--- src/wav_data_chunk_extractor_top_assert.svh ---
// ----------------------------------------------------------------------------
// WAV data chunk extractor assertion macros
// Helpers for the concurrent checks at the end of the top level.
// ----------------------------------------------------------------------------
`ifndef WAV_DATA_CHUNK_EXTRACTOR_TOP_ASSERT_SVH
`define WAV_DATA_CHUNK_EXTRACTOR_TOP_ASSERT_SVH

// The property must hold at every clock edge outside reset.
`define WDCE_ASSERT(lbl, clk_s, rstn_s, prop, msg) \
  lbl: assert property (@(posedge clk_s) disable iff (!(rstn_s)) (prop)) \
    else $error(msg);

// The condition must never be true outside reset.
`define WDCE_ASSERT_NEVER(lbl, clk_s, rstn_s, cond, msg) \
  lbl: assert property (@(posedge clk_s) disable iff (!(rstn_s)) !(cond)) \
    else $error(msg);

`endif

--- src/wdce_pkg.sv ---
// ----------------------------------------------------------------------------
// WAV data chunk extractor package
// Transfer types, parser codes and constants shared by the extractor modules.
// ----------------------------------------------------------------------------
`timescale 1ns / 1ps
`default_nettype none

package wdce_pkg;

  typedef struct packed {
    logic [7:0] file_byte;
    logic       end_of_file;
  } in_item_t;

  typedef struct packed {
    logic [1:0]        kind;
    logic signed [15:0] sample;
    logic              last;
  } out_item_t;

  localparam logic [2:0] PH_RIFF   = 3'd0;
  localparam logic [2:0] PH_HEADER = 3'd1;
  localparam logic [2:0] PH_SKIP   = 3'd2;
  localparam logic [2:0] PH_DATA   = 3'd3;
  localparam logic [2:0] PH_DONE   = 3'd4;

  localparam logic [1:0] KIND_SAMPLE = 2'd0;
  localparam logic [1:0] KIND_OK     = 2'd1;
  localparam logic [1:0] KIND_SHORT  = 2'd2;
  localparam logic [1:0] KIND_NODATA = 2'd3;

  localparam logic [5:0]  MIN_FILE_BYTES   = 6'd44;
  localparam logic [5:0]  RIFF_HEADER_BYTES = 6'd12;
  localparam logic [2:0]  HDR_LAST_INDEX   = 3'd7;
  localparam logic [2:0]  HDR_ID_BYTES     = 3'd4;
  localparam logic [31:0] DATA_ID          = 32'h6461_7461;

  typedef struct packed {
    logic [1:0] wr_count;
    out_item_t  first;
    out_item_t  second;
  } res_pair_t;

  typedef struct packed {
    logic [2:0] phase;
    logic [5:0] byte_count;
  } parse_stat_t;

endpackage

`default_nettype wire

--- src/wdce_parser.sv ---
// ----------------------------------------------------------------------------
// WAV data chunk extractor parser
// Walks the RIFF chunk structure one byte per transfer and forms the samples
// and end-of-file status of each byte.
// ----------------------------------------------------------------------------
`timescale 1ns / 1ps
`default_nettype none

module wdce_parser (
  input  wire logic              clk,
  input  wire logic              rst_n,
  input  wire logic              in_fire,
  input  wire wdce_pkg::in_item_t in_item,
  output wdce_pkg::res_pair_t    res,
  output wdce_pkg::parse_stat_t  stat
);

  logic [2:0]  phase_r,     phase_nxt;
  logic [5:0]  count_r,     count_nxt;
  logic [2:0]  idx_r,       idx_nxt;
  logic [31:0] id_r,        id_nxt;
  logic [31:0] len_r,       len_nxt;
  logic [32:0] skip_r,      skip_nxt;
  logic [31:0] data_rem_r,  data_rem_nxt;
  logic [7:0]  low_r,       low_nxt;
  logic        low_valid_r, low_valid_nxt;
  logic        found_r,     found_nxt;

  logic [5:0]  count_inc;
  logic [31:0] len_full;
  logic [32:0] skip_dec;
  logic [31:0] data_dec;
  logic        sample_v;
  logic [15:0] sample_val;
  logic [1:0]  status_kind;
  logic [7:0]  b;
  wdce_pkg::out_item_t status_item;
  wdce_pkg::out_item_t sample_item;

  always_comb begin
    b             = in_item.file_byte;
    phase_nxt     = phase_r;
    idx_nxt       = idx_r;
    id_nxt        = id_r;
    len_nxt       = len_r;
    skip_nxt      = skip_r;
    data_rem_nxt  = data_rem_r;
    low_nxt       = low_r;
    low_valid_nxt = low_valid_r;
    found_nxt     = found_r;
    sample_v      = 1'b0;
    sample_val    = {b, low_r};
    len_full      = {b, len_r[23:0]};
    skip_dec      = (skip_r != 33'd0) ? skip_r - 33'd1 : skip_r;
    data_dec      = (data_rem_r != 32'd0) ? data_rem_r - 32'd1 : data_rem_r;
    count_inc     = (count_r < wdce_pkg::MIN_FILE_BYTES) ? count_r + 6'd1 : count_r;
    count_nxt     = count_inc;

    unique case (phase_r)
      wdce_pkg::PH_RIFF: begin
        if (count_inc >= wdce_pkg::RIFF_HEADER_BYTES) begin
          phase_nxt = wdce_pkg::PH_HEADER;
          idx_nxt   = 3'd0;
        end
      end
      wdce_pkg::PH_HEADER: begin
        if (idx_r < wdce_pkg::HDR_ID_BYTES) begin
          id_nxt = {id_r[23:0], b};
          if (idx_r == 3'd0) begin
            len_nxt = 32'd0;
          end
        end else begin
          unique case (idx_r[1:0])
            2'd0: len_nxt[7:0]   = b;
            2'd1: len_nxt[15:8]  = b;
            2'd2: len_nxt[23:16] = b;
            default: len_nxt[31:24] = b;
          endcase
        end
        idx_nxt = idx_r + 3'd1;
        if (idx_r == wdce_pkg::HDR_LAST_INDEX) begin
          if (id_r == wdce_pkg::DATA_ID) begin
            found_nxt    = 1'b1;
            data_rem_nxt = len_full;
            phase_nxt    = (len_full == 32'd0) ? wdce_pkg::PH_DONE : wdce_pkg::PH_DATA;
          end else begin
            skip_nxt  = {1'b0, len_full} + {32'd0, len_full[0]};
            phase_nxt = (len_full == 32'd0) ? wdce_pkg::PH_HEADER : wdce_pkg::PH_SKIP;
          end
        end
      end
      wdce_pkg::PH_SKIP: begin
        skip_nxt = skip_dec;
        if (skip_dec == 33'd0) begin
          phase_nxt = wdce_pkg::PH_HEADER;
          idx_nxt   = 3'd0;
        end
      end
      wdce_pkg::PH_DATA: begin
        data_rem_nxt = data_dec;
        if (data_rem_r != 32'd0) begin
          if (low_valid_r) begin
            sample_v      = 1'b1;
            low_valid_nxt = 1'b0;
          end else begin
            low_nxt       = b;
            low_valid_nxt = 1'b1;
          end
        end
        if (data_dec == 32'd0) begin
          phase_nxt     = wdce_pkg::PH_DONE;
          low_valid_nxt = 1'b0;
        end
      end
      default: begin
      end
    endcase

    if (count_inc < wdce_pkg::MIN_FILE_BYTES) begin
      status_kind = wdce_pkg::KIND_SHORT;
    end else if (found_nxt) begin
      status_kind = wdce_pkg::KIND_OK;
    end else begin
      status_kind = wdce_pkg::KIND_NODATA;
    end

    status_item.kind   = status_kind;
    status_item.sample = 16'sd0;
    status_item.last   = 1'b1;
    sample_item.kind   = wdce_pkg::KIND_SAMPLE;
    sample_item.sample = sample_val;
    sample_item.last   = !in_item.end_of_file;

    res.wr_count = 2'd0;
    res.first    = sample_item;
    res.second   = status_item;
    if (sample_v) begin
      res.wr_count = in_item.end_of_file ? 2'd2 : 2'd1;
    end else if (in_item.end_of_file) begin
      res.wr_count = 2'd1;
      res.first    = status_item;
    end
    if (!in_fire) begin
      res.wr_count = 2'd0;
    end

    if (in_item.end_of_file) begin
      phase_nxt     = wdce_pkg::PH_RIFF;
      count_nxt     = 6'd0;
      idx_nxt       = 3'd0;
      id_nxt        = 32'd0;
      len_nxt       = 32'd0;
      skip_nxt      = 33'd0;
      data_rem_nxt  = 32'd0;
      low_nxt       = 8'd0;
      low_valid_nxt = 1'b0;
      found_nxt     = 1'b0;
    end
  end

  always_ff @(posedge clk) begin
    if (!rst_n) begin
      phase_r     <= wdce_pkg::PH_RIFF;
      count_r     <= 6'd0;
      idx_r       <= 3'd0;
      id_r        <= 32'd0;
      len_r       <= 32'd0;
      skip_r      <= 33'd0;
      data_rem_r  <= 32'd0;
      low_r       <= 8'd0;
      low_valid_r <= 1'b0;
      found_r     <= 1'b0;
    end else if (in_fire) begin
      phase_r     <= phase_nxt;
      count_r     <= count_nxt;
      idx_r       <= idx_nxt;
      id_r        <= id_nxt;
      len_r       <= len_nxt;
      skip_r      <= skip_nxt;
      data_rem_r  <= data_rem_nxt;
      low_r       <= low_nxt;
      low_valid_r <= low_valid_nxt;
      found_r     <= found_nxt;
    end
  end

  assign stat.phase      = phase_r;
  assign stat.byte_count = count_r;

endmodule

`default_nettype wire

--- src/wdce_result_fifo.sv ---
// ----------------------------------------------------------------------------
// WAV data chunk extractor result queue
// Small queue that takes up to two results per cycle and presents one per
// output transfer.
// ----------------------------------------------------------------------------
`timescale 1ns / 1ps
`default_nettype none

module wdce_result_fifo #(
  parameter int ADDR_W = 2
) (
  input  wire logic                clk,
  input  wire logic                rst_n,
  input  wire wdce_pkg::res_pair_t wr,
  input  wire logic                rd,
  output logic                     can_take_two,
  output logic                     not_empty,
  output wdce_pkg::out_item_t      head,
  output logic [ADDR_W:0]          level
);

  localparam int DEPTH = 1 << ADDR_W;

  wdce_pkg::out_item_t mem [DEPTH];

  logic [ADDR_W-1:0] wr_ptr_r, wr_ptr_nxt;
  logic [ADDR_W-1:0] rd_ptr_r, rd_ptr_nxt;
  logic [ADDR_W:0]   count_r,  count_nxt;

  always_comb begin
    wr_ptr_nxt = wr_ptr_r + ADDR_W'(wr.wr_count);
    rd_ptr_nxt = rd_ptr_r + ADDR_W'(rd);
    count_nxt  = count_r + (ADDR_W + 1)'(wr.wr_count) - (ADDR_W + 1)'(rd);
  end

  always_ff @(posedge clk) begin
    if (wr.wr_count != 2'd0) begin
      mem[wr_ptr_r] <= wr.first;
    end
    if (wr.wr_count == 2'd2) begin
      mem[wr_ptr_r + ADDR_W'(1)] <= wr.second;
    end
  end

  always_ff @(posedge clk) begin
    if (!rst_n) begin
      wr_ptr_r <= '0;
      rd_ptr_r <= '0;
      count_r  <= '0;
    end else begin
      wr_ptr_r <= wr_ptr_nxt;
      rd_ptr_r <= rd_ptr_nxt;
      count_r  <= count_nxt;
    end
  end

  assign can_take_two = (count_r <= (ADDR_W + 1)'(DEPTH - 2));
  assign not_empty    = (count_r != '0);
  assign head         = mem[rd_ptr_r];
  assign level        = count_r;

endmodule

`default_nettype wire

--- src/wav_data_chunk_extractor_top.sv ---
// Output: the results of a byte are written to the result queue when the byte
// is taken, and the queue offers them in order, one per output transfer.
// Throughput: one byte per cycle; input is held off while the result queue has
// fewer than two free entries.
// Reset: synchronous, active low; it clears the parser and empties the queue.
// ----------------------------------------------------------------------------
// WAV data chunk extractor top level
// Extracts PCM16 samples from the first data chunk of a WAV byte stream and
// reports a status at the end of each file.
// ----------------------------------------------------------------------------
`timescale 1ns / 1ps
`default_nettype none

`include "wav_data_chunk_extractor_top_assert.svh"

module wav_data_chunk_extractor_top #(
  parameter int RES_FIFO_AW = 2
) (
  input  wire logic                clk,
  input  wire logic                rst_n,
  input  wire logic                in_valid,
  output logic                     in_stall,
  input  wire wdce_pkg::in_item_t  in_data,
  output logic                     out_valid,
  input  wire logic                out_stall,
  output wdce_pkg::out_item_t      out_data
);

  logic                   in_fire;
  logic                   out_fire;
  logic                   can_take_two;
  logic [RES_FIFO_AW:0]   fifo_level;
  wdce_pkg::res_pair_t    res;
  wdce_pkg::parse_stat_t  stat;

  assign in_stall = !can_take_two;
  assign in_fire  = in_valid && !in_stall;
  assign out_fire = out_valid && !out_stall;

  wdce_parser u_parser (
    .clk     (clk),
    .rst_n   (rst_n),
    .in_fire (in_fire),
    .in_item (in_data),
    .res     (res),
    .stat    (stat)
  );

  wdce_result_fifo #(
    .ADDR_W (RES_FIFO_AW)
  ) u_result_fifo (
    .clk          (clk),
    .rst_n        (rst_n),
    .wr           (res),
    .rd           (out_fire),
    .can_take_two (can_take_two),
    .not_empty    (out_valid),
    .head         (out_data),
    .level        (fifo_level)
  );

  `WDCE_ASSERT_NEVER(a_fifo_no_overflow, clk, rst_n,
    fifo_level > (RES_FIFO_AW + 1)'(1 << RES_FIFO_AW), "result queue overflow")
  `WDCE_ASSERT(a_status_is_last, clk, rst_n,
    out_valid && out_data.kind != wdce_pkg::KIND_SAMPLE |-> out_data.last,
    "status result not marked last")
  `WDCE_ASSERT(a_eof_restarts, clk, rst_n,
    in_fire && in_data.end_of_file |=> stat.phase == wdce_pkg::PH_RIFF &&
    stat.byte_count == 6'd0, "parser not restarted after end of file")
  `WDCE_ASSERT_NEVER(a_count_saturates, clk, rst_n,
    stat.byte_count > wdce_pkg::MIN_FILE_BYTES, "byte count beyond saturation")

endmodule

`default_nettype wire

--- config.mk ---
export PLATFORM = sky130hd
export DESIGN_NAME = wav_data_chunk_extractor_top
export DESIGN_NICKNAME = d
export VERILOG_FILES = /design/src/wdce_pkg.sv /design/src/wdce_parser.sv /design/src/wdce_result_fifo.sv /design/src/wav_data_chunk_extractor_top.sv
export VERILOG_INCLUDE_DIRS = /design/src /design/src/src
export SDC_FILE = /design/constraint.sdc
export NUM_CORES = 1
export LEC_CHECK = 0
export BUFFER_PORTS_ARGS = -buffer_cell sky130_fd_sc_hd__buf_2
export CORE_MARGIN = 1
export CORE_UTILIZATION = 45
export CTS_CLUSTER_SIZE = 10
export DETAILED_ROUTE_END_ITERATION = 10
export PLACE_DENSITY = 0.63
export SLEW_MARGIN = 20
export SYNTH_ARGS = -nofsm -noshare
export SYNTH_HDL_FRONTEND = slang
export SYNTH_SLANG_ARGS = --single-unit
--- constraint.sdc ---
create_clock -name clk -period 4.3 [get_ports clk]
set_input_delay 0 -clock clk [delete_from_list [all_inputs] [get_ports clk]]
set_output_delay 0 -clock clk [all_outputs]
set_load 0.01 [all_outputs]
==> results of run 1 <==
-- cell type report --
cell class              instances  area (um^2)  area share (%)
well taps                     341          427            3.12
inverters                      33          126           0.924
flip-flops and latches        226         4610            33.7
clock buffers                  35          726            5.30
repair buffers                 83          598            4.37
multi-input cells            1104         7160            52.4
clock inverters                 2         35.0           0.256
-- path summary, 6_finish.rpt --
path / startpoint / endpoint / slack, ns / cells past startpoint
hold / removal: in_valid / u_parser.found_r / 0.08 / 5
hold reg to reg: u_result_fifo.mem[2][2] / u_result_fifo.mem[2][2] / 0.48 / 1
setup reg to reg: u_parser.data_rem_r[0] / u_result_fifo.mem[3][14] / 0.38 / 13
setup / recovery: u_parser.data_rem_r[0] / u_result_fifo.mem[3][14] / 0.38 / 13
-- power groups by stage --
| stage | combinational, mW | clock (mW) | sequential, mW |
|---|---|---|---|
| 2_1_floorplan | 1.11 | 0 | 2.34 |
| 3_3_place_gp | 1.42 | 0 | 2.42 |
| 3_5_place_dp | 1.43 | 0 | 2.42 |
| 4_1_cts | 1.44 | 2.09 | 2.38 |
| 5_1_grt | 1.60 | 2.19 | 2.40 |
| 6_report | 1.46 | 2.05 | 2.38 |
-- flip-flops by register name, summed over array words and instances (netlist names) --
name,cells
u_parser.low_valid_r,1
u_parser.phase_r,3
u_result_fifo.mem,76
u_parser.id_r,32
u_parser.low_r,8
u_result_fifo.level,3
u_result_fifo.rd_ptr_r,2
u_parser.data_rem_r,32
u_parser.len_r,24
u_parser.found_r,1
u_parser.count_r,6
u_parser.skip_r,33
u_parser.idx_r,3
u_result_fifo.wr_ptr_r,2
-- metrics by stage --
step           hold WS [ns]  instances
2_1_floorplan         0.276       1473
3_3_place_gp          0.434       1776
3_5_place_dp          0.447       1776
4_1_cts              0.0614       1823
5_1_grt               0.139       1824
6_report             0.0775       1824
-- cell families after synthesis --
kind of cell / count (synthesis)
flops: 226
compound gates: 363
fa+ha+maj: 20
simple gates: 617
mux: 46
xor+xnor: 58
buf+inv: 143
-- per-layer routing --
metal	routed length [um]	up-vias	part of all wire [%]
met5	0	-	0
met4	846	0	2.4
met3	2050	68	5.9
met2	15600	339	45
met1	16100	5268	47
li1	-	5421	-
-- cells in the final DEF (no fill, tap or decap), drive strengths merged, types with 11 or more instances in the layout --
master / netlist / final
and3: 11 / 11
a221oi: 11 / 11
clkbuf: 98 / 35
dfxtp: 218 / 218
nand3: 40 / 40
xor2: 25 / 25
or3: 16 / 16
nor3: 46 / 46
a211oi: 13 / 13
and2: 17 / 17
ha: 19 / 19
nor3b: 36 / 36
buf: 12 / 73
mux2i: 27 / 27
nor4: 46 / 46
a21oi: 101 / 101
nand4: 18 / 18
nand2: 113 / 113
o21ai: 64 / 64
nor2: 207 / 207
a22o: 68 / 68
or4: 16 / 16
xnor2: 33 / 33
a31oi: 13 / 13
inv: 31 / 32
a22oi: 31 / 31
mux4: 19 / 19
-- worst max-delay path, delay by kind of cell, from the launching register on --
| family | cells | cell delay, ns |
|---|---|---|
| AO/OA/AOI/OAI | 2 | 0.42 |
| adder cells (fa/ha/maj) | 2 | 0.58 |
| buffers and inverters | 2 | 0.41 |
| flip-flops | 1 | 0.34 |
| AND/OR/NAND/NOR | 7 | 2.04 |
-- Yosys cell counts, drive strengths merged, types with 13 or more instances --
library cell,instances,share of area [%]
o21ai,64,2.6
nor2,207,6.4
inv,31,0.95
a22o,68,4.8
a211oi,13,0.79
mux4,19,3.5
nand3,40,1.7
clkbuf,98,3.0
mux2i,27,2.2
a31oi,13,0.66
nor4,46,2.8
dfxtp,218,35
nor3,46,2.0
and2,17,0.86
nor3b,36,2.2
nand2,113,3.5
ha,19,1.9
a22oi,31,1.9
xor2,25,1.8
or3,16,0.82
or4,16,1.1
xnor2,33,2.3
a21oi,101,4.1
nand4,18,0.91
==> results.ini, run 1 <==
[run_status]
outcome = finished clean

[pwr]
p_total_mw = 5.89
p_leak_nw = 5.17
pwr-share-comb_pct = 24.8
swShare_pct = 31.1
vdd_drop_max_v = 0.000332
power_switching_mw = 1.83
power.density_nw_per_um2 = 431
power.internal_mw = 4.06
seq_power_share_pct = 40.4
clkPwrFrac_pct = 34.9

[synthesis]
synth_compound_area_share_pct = 20.0
synth_edf_count = 8
synth_cell_type_count = 82
synthFlopType = dfxtp_1
ys_seq_area_share_pct = 37.4
muxShareOfSynthArea_pct = 5.67
synth_top_family_by_area = simple AND/OR/NAND/NOR gates
netlist_area_um2 = 12300
synth_area_per_cell_um2 = 8.36
synthCells = 1473
synth_adder_area_share_pct = 2.09
ys_seq_elements = 226
synth_nets = 1506
synth_xor_area_share_pct = 4.13
async_flop_share_pct = 0
yosys.area_share.simple_pct = 26.0
yosysWarningCount = 0

[worst_setup_path]
endpoint_kind = flop
required_ns = 4.72
slowest_stage = or3b_2
start_kind = flop
worst_ep_arrival_time_ns = 4.34
crit_type = reg2reg
max_stage_delay_ns = 0.51
crit_chain = inv_1 -> ha_1 -> or3b_2 -> nor4_4 -> nand3_1 -> and3_1 -> ha_1 -> nor2_1 -> nor2_1 -> a21oi_1 -> nand2_1 -> buf_4 -> a22o_1
cp_max_fo = 10

[global_route]
overflow = 0
grt_util_met1_pct = 34.8
grtUsageMet3_pct = 3.38
globalRoute.busiestLayer = met2
grt_use_met2_pct = 39.4
grt_util_all_layers_pct = 24.7
grt_max_degree = 96
grt_pass1_vias = 10400
grt_first_pass_wirelength_um = 56600
grt_antenna_before_repair = 0

[timing]
relSlewSlack_pct = 30.2
hold_viol = 0
tightest_slew_ns = 1.05
fin_setup_tns_ns = 0
finClkSkew_ns = 0.00954
setup_viol = 0
post-route-period-util_pct = 91.3
setup_slack_ns = 0.375
slew_viol_final = 0
fmax_ghz = 0.255
rsz0062_at_grt = false
layout_min_cycle_time_ns = 3.92

[clocking]
cts_buffer_depth = 3
cts_inserted_buffers = 27
cts-root-buf = clkbuf_16
cts_max_level = 1
cts_hold_buf = 10
worstSkewPairLatency_ns = 0.53
cts_tree = yes
post_cts_buffers = 0
cts-resized-gates = 0
clk_pin_slew_ns = 0.06
cts.sinks = 226

[place]
pre_cts_ws_ns = 0.425
placed_area_um2 = 12800
io_buffers = 33
finalWeightedCongestion = 0.910
dp_hpwl_um = 23500

[detailed_routing]
drc = 0
postRouteAntennaNets = 0
drt_first_pass_iters = 6
dr_total_vias = 11100
dr.first_iter.drc_count = 1077
totalWireLength_um = 34700
wl_per_cell_um = 19.0
via_per_inst = 6.08

[finish]
antenna_cells = 0
final_core_util_pct = 50.9
syn2layout_area_growth_pct = 11.1
post-route-cell-area_um2 = 13700
drive_gt1_share_pct = 10.5
fin_nets = 1508
num-fill-cells = 2549

[die]
die_h_um = 167
boundaryPins = 34
coreArea_um2 = 26900
start_util_pct = 45.8
rows = 60
dieArea_um2 = 28000
fp.dieW_um = 167

[run]
drv_cap = 0

[hold_path]
worstHoldPathType = in2reg

Power figures use the tool's default switching activity.
==> inputs of run 2 (changes only) <==
--- a/config.mk
+++ b/config.mk
@@ -11,7 +11,9 @@
 export CORE_UTILIZATION = 45
 export CTS_CLUSTER_SIZE = 10
 export DETAILED_ROUTE_END_ITERATION = 10
+export HOLD_SLACK_MARGIN = 0.1
 export PLACE_DENSITY = 0.63
+export SETUP_SLACK_MARGIN = 0.2
 export SLEW_MARGIN = 20
 export SYNTH_ARGS = -nofsm -noshare
 export SYNTH_HDL_FRONTEND = slang
==> constraint.sdc (replaced) <==
create_clock -name clk -period 4.5 [get_ports clk]
set_input_delay 0 -clock clk [delete_from_list [all_inputs] [get_ports clk]]
set_output_delay 0 -clock clk [all_outputs]
set_load 0.01 [all_outputs]
==> run 2 against run 1 <==
  * Routed wire length is 0.58% lower
  * Critical endpoint is now u_result_fifo.mem[3][18]
  * Hold slack better by 0.16 ns
  * Register-to-register slack better by 0.08 ns
  * Via count is 0.29% lower
  * Highest routed layer unchanged
==> results.ini, run 2 (synthesized netlist as in run 1, its figures left out) <==
[clocking]
clk_pin_slew_ns = 0.06  ; about the same
cts.sinks = 226  ; unchanged
cts_tree = yes
cts_max_level = 1  ; unchanged
cts-resized-gates = 0  ; unchanged
worstSkewPairLatency_ns = 0.55  ; +0.02 ns
cts_inserted_buffers = 27  ; unchanged
cts_buffer_depth = 3  ; unchanged
post_cts_buffers = 0  ; unchanged
cts-root-buf = clkbuf_16

[hold_path]
worstHoldStart = in_valid
worstHoldPathType = in2reg

[worst_setup_path]
slowest_stage = or3b_2
cp_max_fo = 17  ; +7
cp-startpoint = u_parser.data_rem_r[0]
start_kind = flop
required_ns = 4.74  ; +0.02 ns
crit_type = reg2reg
rr_startpoint = u_parser.data_rem_r[0]
worst_ep_arrival_time_ns = 4.29  ; -0.05 ns
endpoint_kind = flop
max_stage_delay_ns = 0.52  ; about the same
crit_chain = inv_1 -> ha_1 -> or3b_2 -> nor4_4 -> nand3_1 -> and3_1 -> ha_1 -> nor2_1 -> nor2_1 -> a21oi_1 -> nand2_1 -> inv_1

[place]
pre_cts_ws_ns = 0.522  ; +0.0974 ns
finalWeightedCongestion = 0.920  ; +1.1%
dp_hpwl_um = 23000  ; -2.1%
io_buffers = 33  ; unchanged
dp.cells = 1762  ; -0.79%
placed_area_um2 = 12700  ; -0.93%

[finish]
fin_cells = 1809  ; -0.82%
final_cell_mix = dfxtp_1 (217), nor2_1 (206), nand2_1 (112)
seqCellArea_um2 = 4610  ; unchanged
final_common_cell = dfxtp_1
largest_reg_flops = 76  ; unchanged
antenna_cells = 0  ; unchanged
syn2layout_area_growth_pct = 10.2
post-route-cell-area_um2 = 13600  ; -0.82%
drive_gt1_share_pct = 9.74  ; -0.78 points
top_regs = u_result_fifo.mem (76), u_parser.skip_r (33)
num-fill-cells = 2606  ; +2.2%
multi_input_area_um2 = 7160  ; unchanged
fin_nets = 1494  ; -0.93%
final_core_util_pct = 50.5  ; -0.42 points
regMostFlops = u_result_fifo.mem

[die]
dieArea_um2 = 28000  ; unchanged
start_util_pct = 45.8  ; unchanged
rows = 60  ; unchanged
boundaryPins = 34  ; unchanged
fp.dieW_um = 167  ; unchanged
coreArea_um2 = 26900  ; unchanged
die_h_um = 167  ; unchanged

[detailed_routing]
dr.first_iter.drc_count = 1002  ; -7.0%
drc = 0  ; unchanged
totalWireLength_um = 34500  ; -0.58%
dr_total_vias = 11100  ; -0.29%
via_per_inst = 6.12  ; +0.54%
postRouteAntennaNets = 0  ; unchanged
wl_per_cell_um = 19.1  ; +0.24%
drt_first_pass_iters = 6  ; unchanged

[global_route]
grtUsageMet3_pct = 2.93  ; -0.45 points
grt_max_degree = 85  ; -11%
grt_first_pass_wirelength_um = 56200  ; -0.77%
overflow = 0  ; unchanged
grt_util_met1_pct = 34.5  ; -0.21 points
grt_pass1_vias = 10300  ; -1.0%
grt_use_met2_pct = 39.4  ; about the same
grt_antenna_before_repair = 0  ; unchanged
grt_util_all_layers_pct = 24.5  ; -0.20 points
globalRoute.busiestLayer = met2

[timing]
relSlewSlack_pct = 28.9  ; -1.3 points
setup_viol = 0  ; unchanged
setup_slack_ns = 0.456  ; +0.0810 ns
rsz0062_at_grt = true
hold_viol = 0  ; unchanged
post-route-period-util_pct = 89.9  ; -1.4 points
layout_min_cycle_time_ns = 4.04  ; +0.119 ns
finClkSkew_ns = 0.0242  ; +0.0147 ns
tightest_slew_ns = 1.06  ; +0.0139 ns
fmax_ghz = 0.247  ; -2.9%
fin_setup_tns_ns = 0  ; unchanged
slew_viol_final = 0  ; unchanged

[pwr]
p_leak_nw = 5.10  ; -1.4%
power.density_nw_per_um2 = 416  ; -3.5%
vdd_drop_max_v = 0.000316  ; -4.9%

[run_status]
outcome = finished clean

[run]
drv_cap = 0  ; unchanged

run 2: path summary, 6_finish.rpt:
kind                                    to  slack, ns  cells after the start
setup / recovery  u_result_fifo.mem[3][18]       0.46                     12
hold / removal            u_parser.found_r       0.24                      4
setup reg to reg  u_result_fifo.mem[3][18]       0.46                     12
hold reg to reg    u_result_fifo.mem[2][2]       0.47                      1
run 2: timing repair:
action / in CTS / in global routing
endpoints found under the setup margin: 0 / 20
hold buffers: 11 / 0
endpoints found under the hold margin: 76 / 0
run 2: layout make-up:
class / instances / share of cell area [%]
Inverter: 33 / 0.931
Clock inverter: 3 / 0.406
Timing Repair Buffer: 69 / 3.41
Multi-Input combinational cell: 1104 / 52.8
Sequential cell: 226 / 33.9
Tap cell: 341 / 3.14
Clock buffer: 33 / 5.37
run 2: metal layers:
metal / routed length [um] / up-vias
li1: - / 5382
met5: 0 / -
met4: 722 / 0
met2: 15800 / 296
met1: 16000 / 5332
met3: 1970 / 54
run 2: critical path, delay by kind of cell (launching register included):
kind / cells / cell delay [ns]
AOI/OAI and AO/OA: 1 / 0.19
adders and majority gates: 2 / 0.60
buffers and inverters: 2 / 0.36
DFF: 1 / 0.34
and+or+nand+nor: 7 / 2.24
run 2: power breakdown:
group | total [mW] | switching (mW) | internal (mW)
Combinational | 1.35 | 0.802 | 0.553
Clock | 2.01 | 0.832 | 1.18
Sequential | 2.27 | 0.139 | 2.14
run 2: metrics by stage:
stage	total power, mW	hold slack [ns]
5_1_grt	5.92	0.248
2_1_floorplan	3.29	0.276
6_report	5.64	0.241
4_1_cts	5.67	0.205
3_5_place_dp	3.65	0.441
3_3_place_gp	3.64	0.422
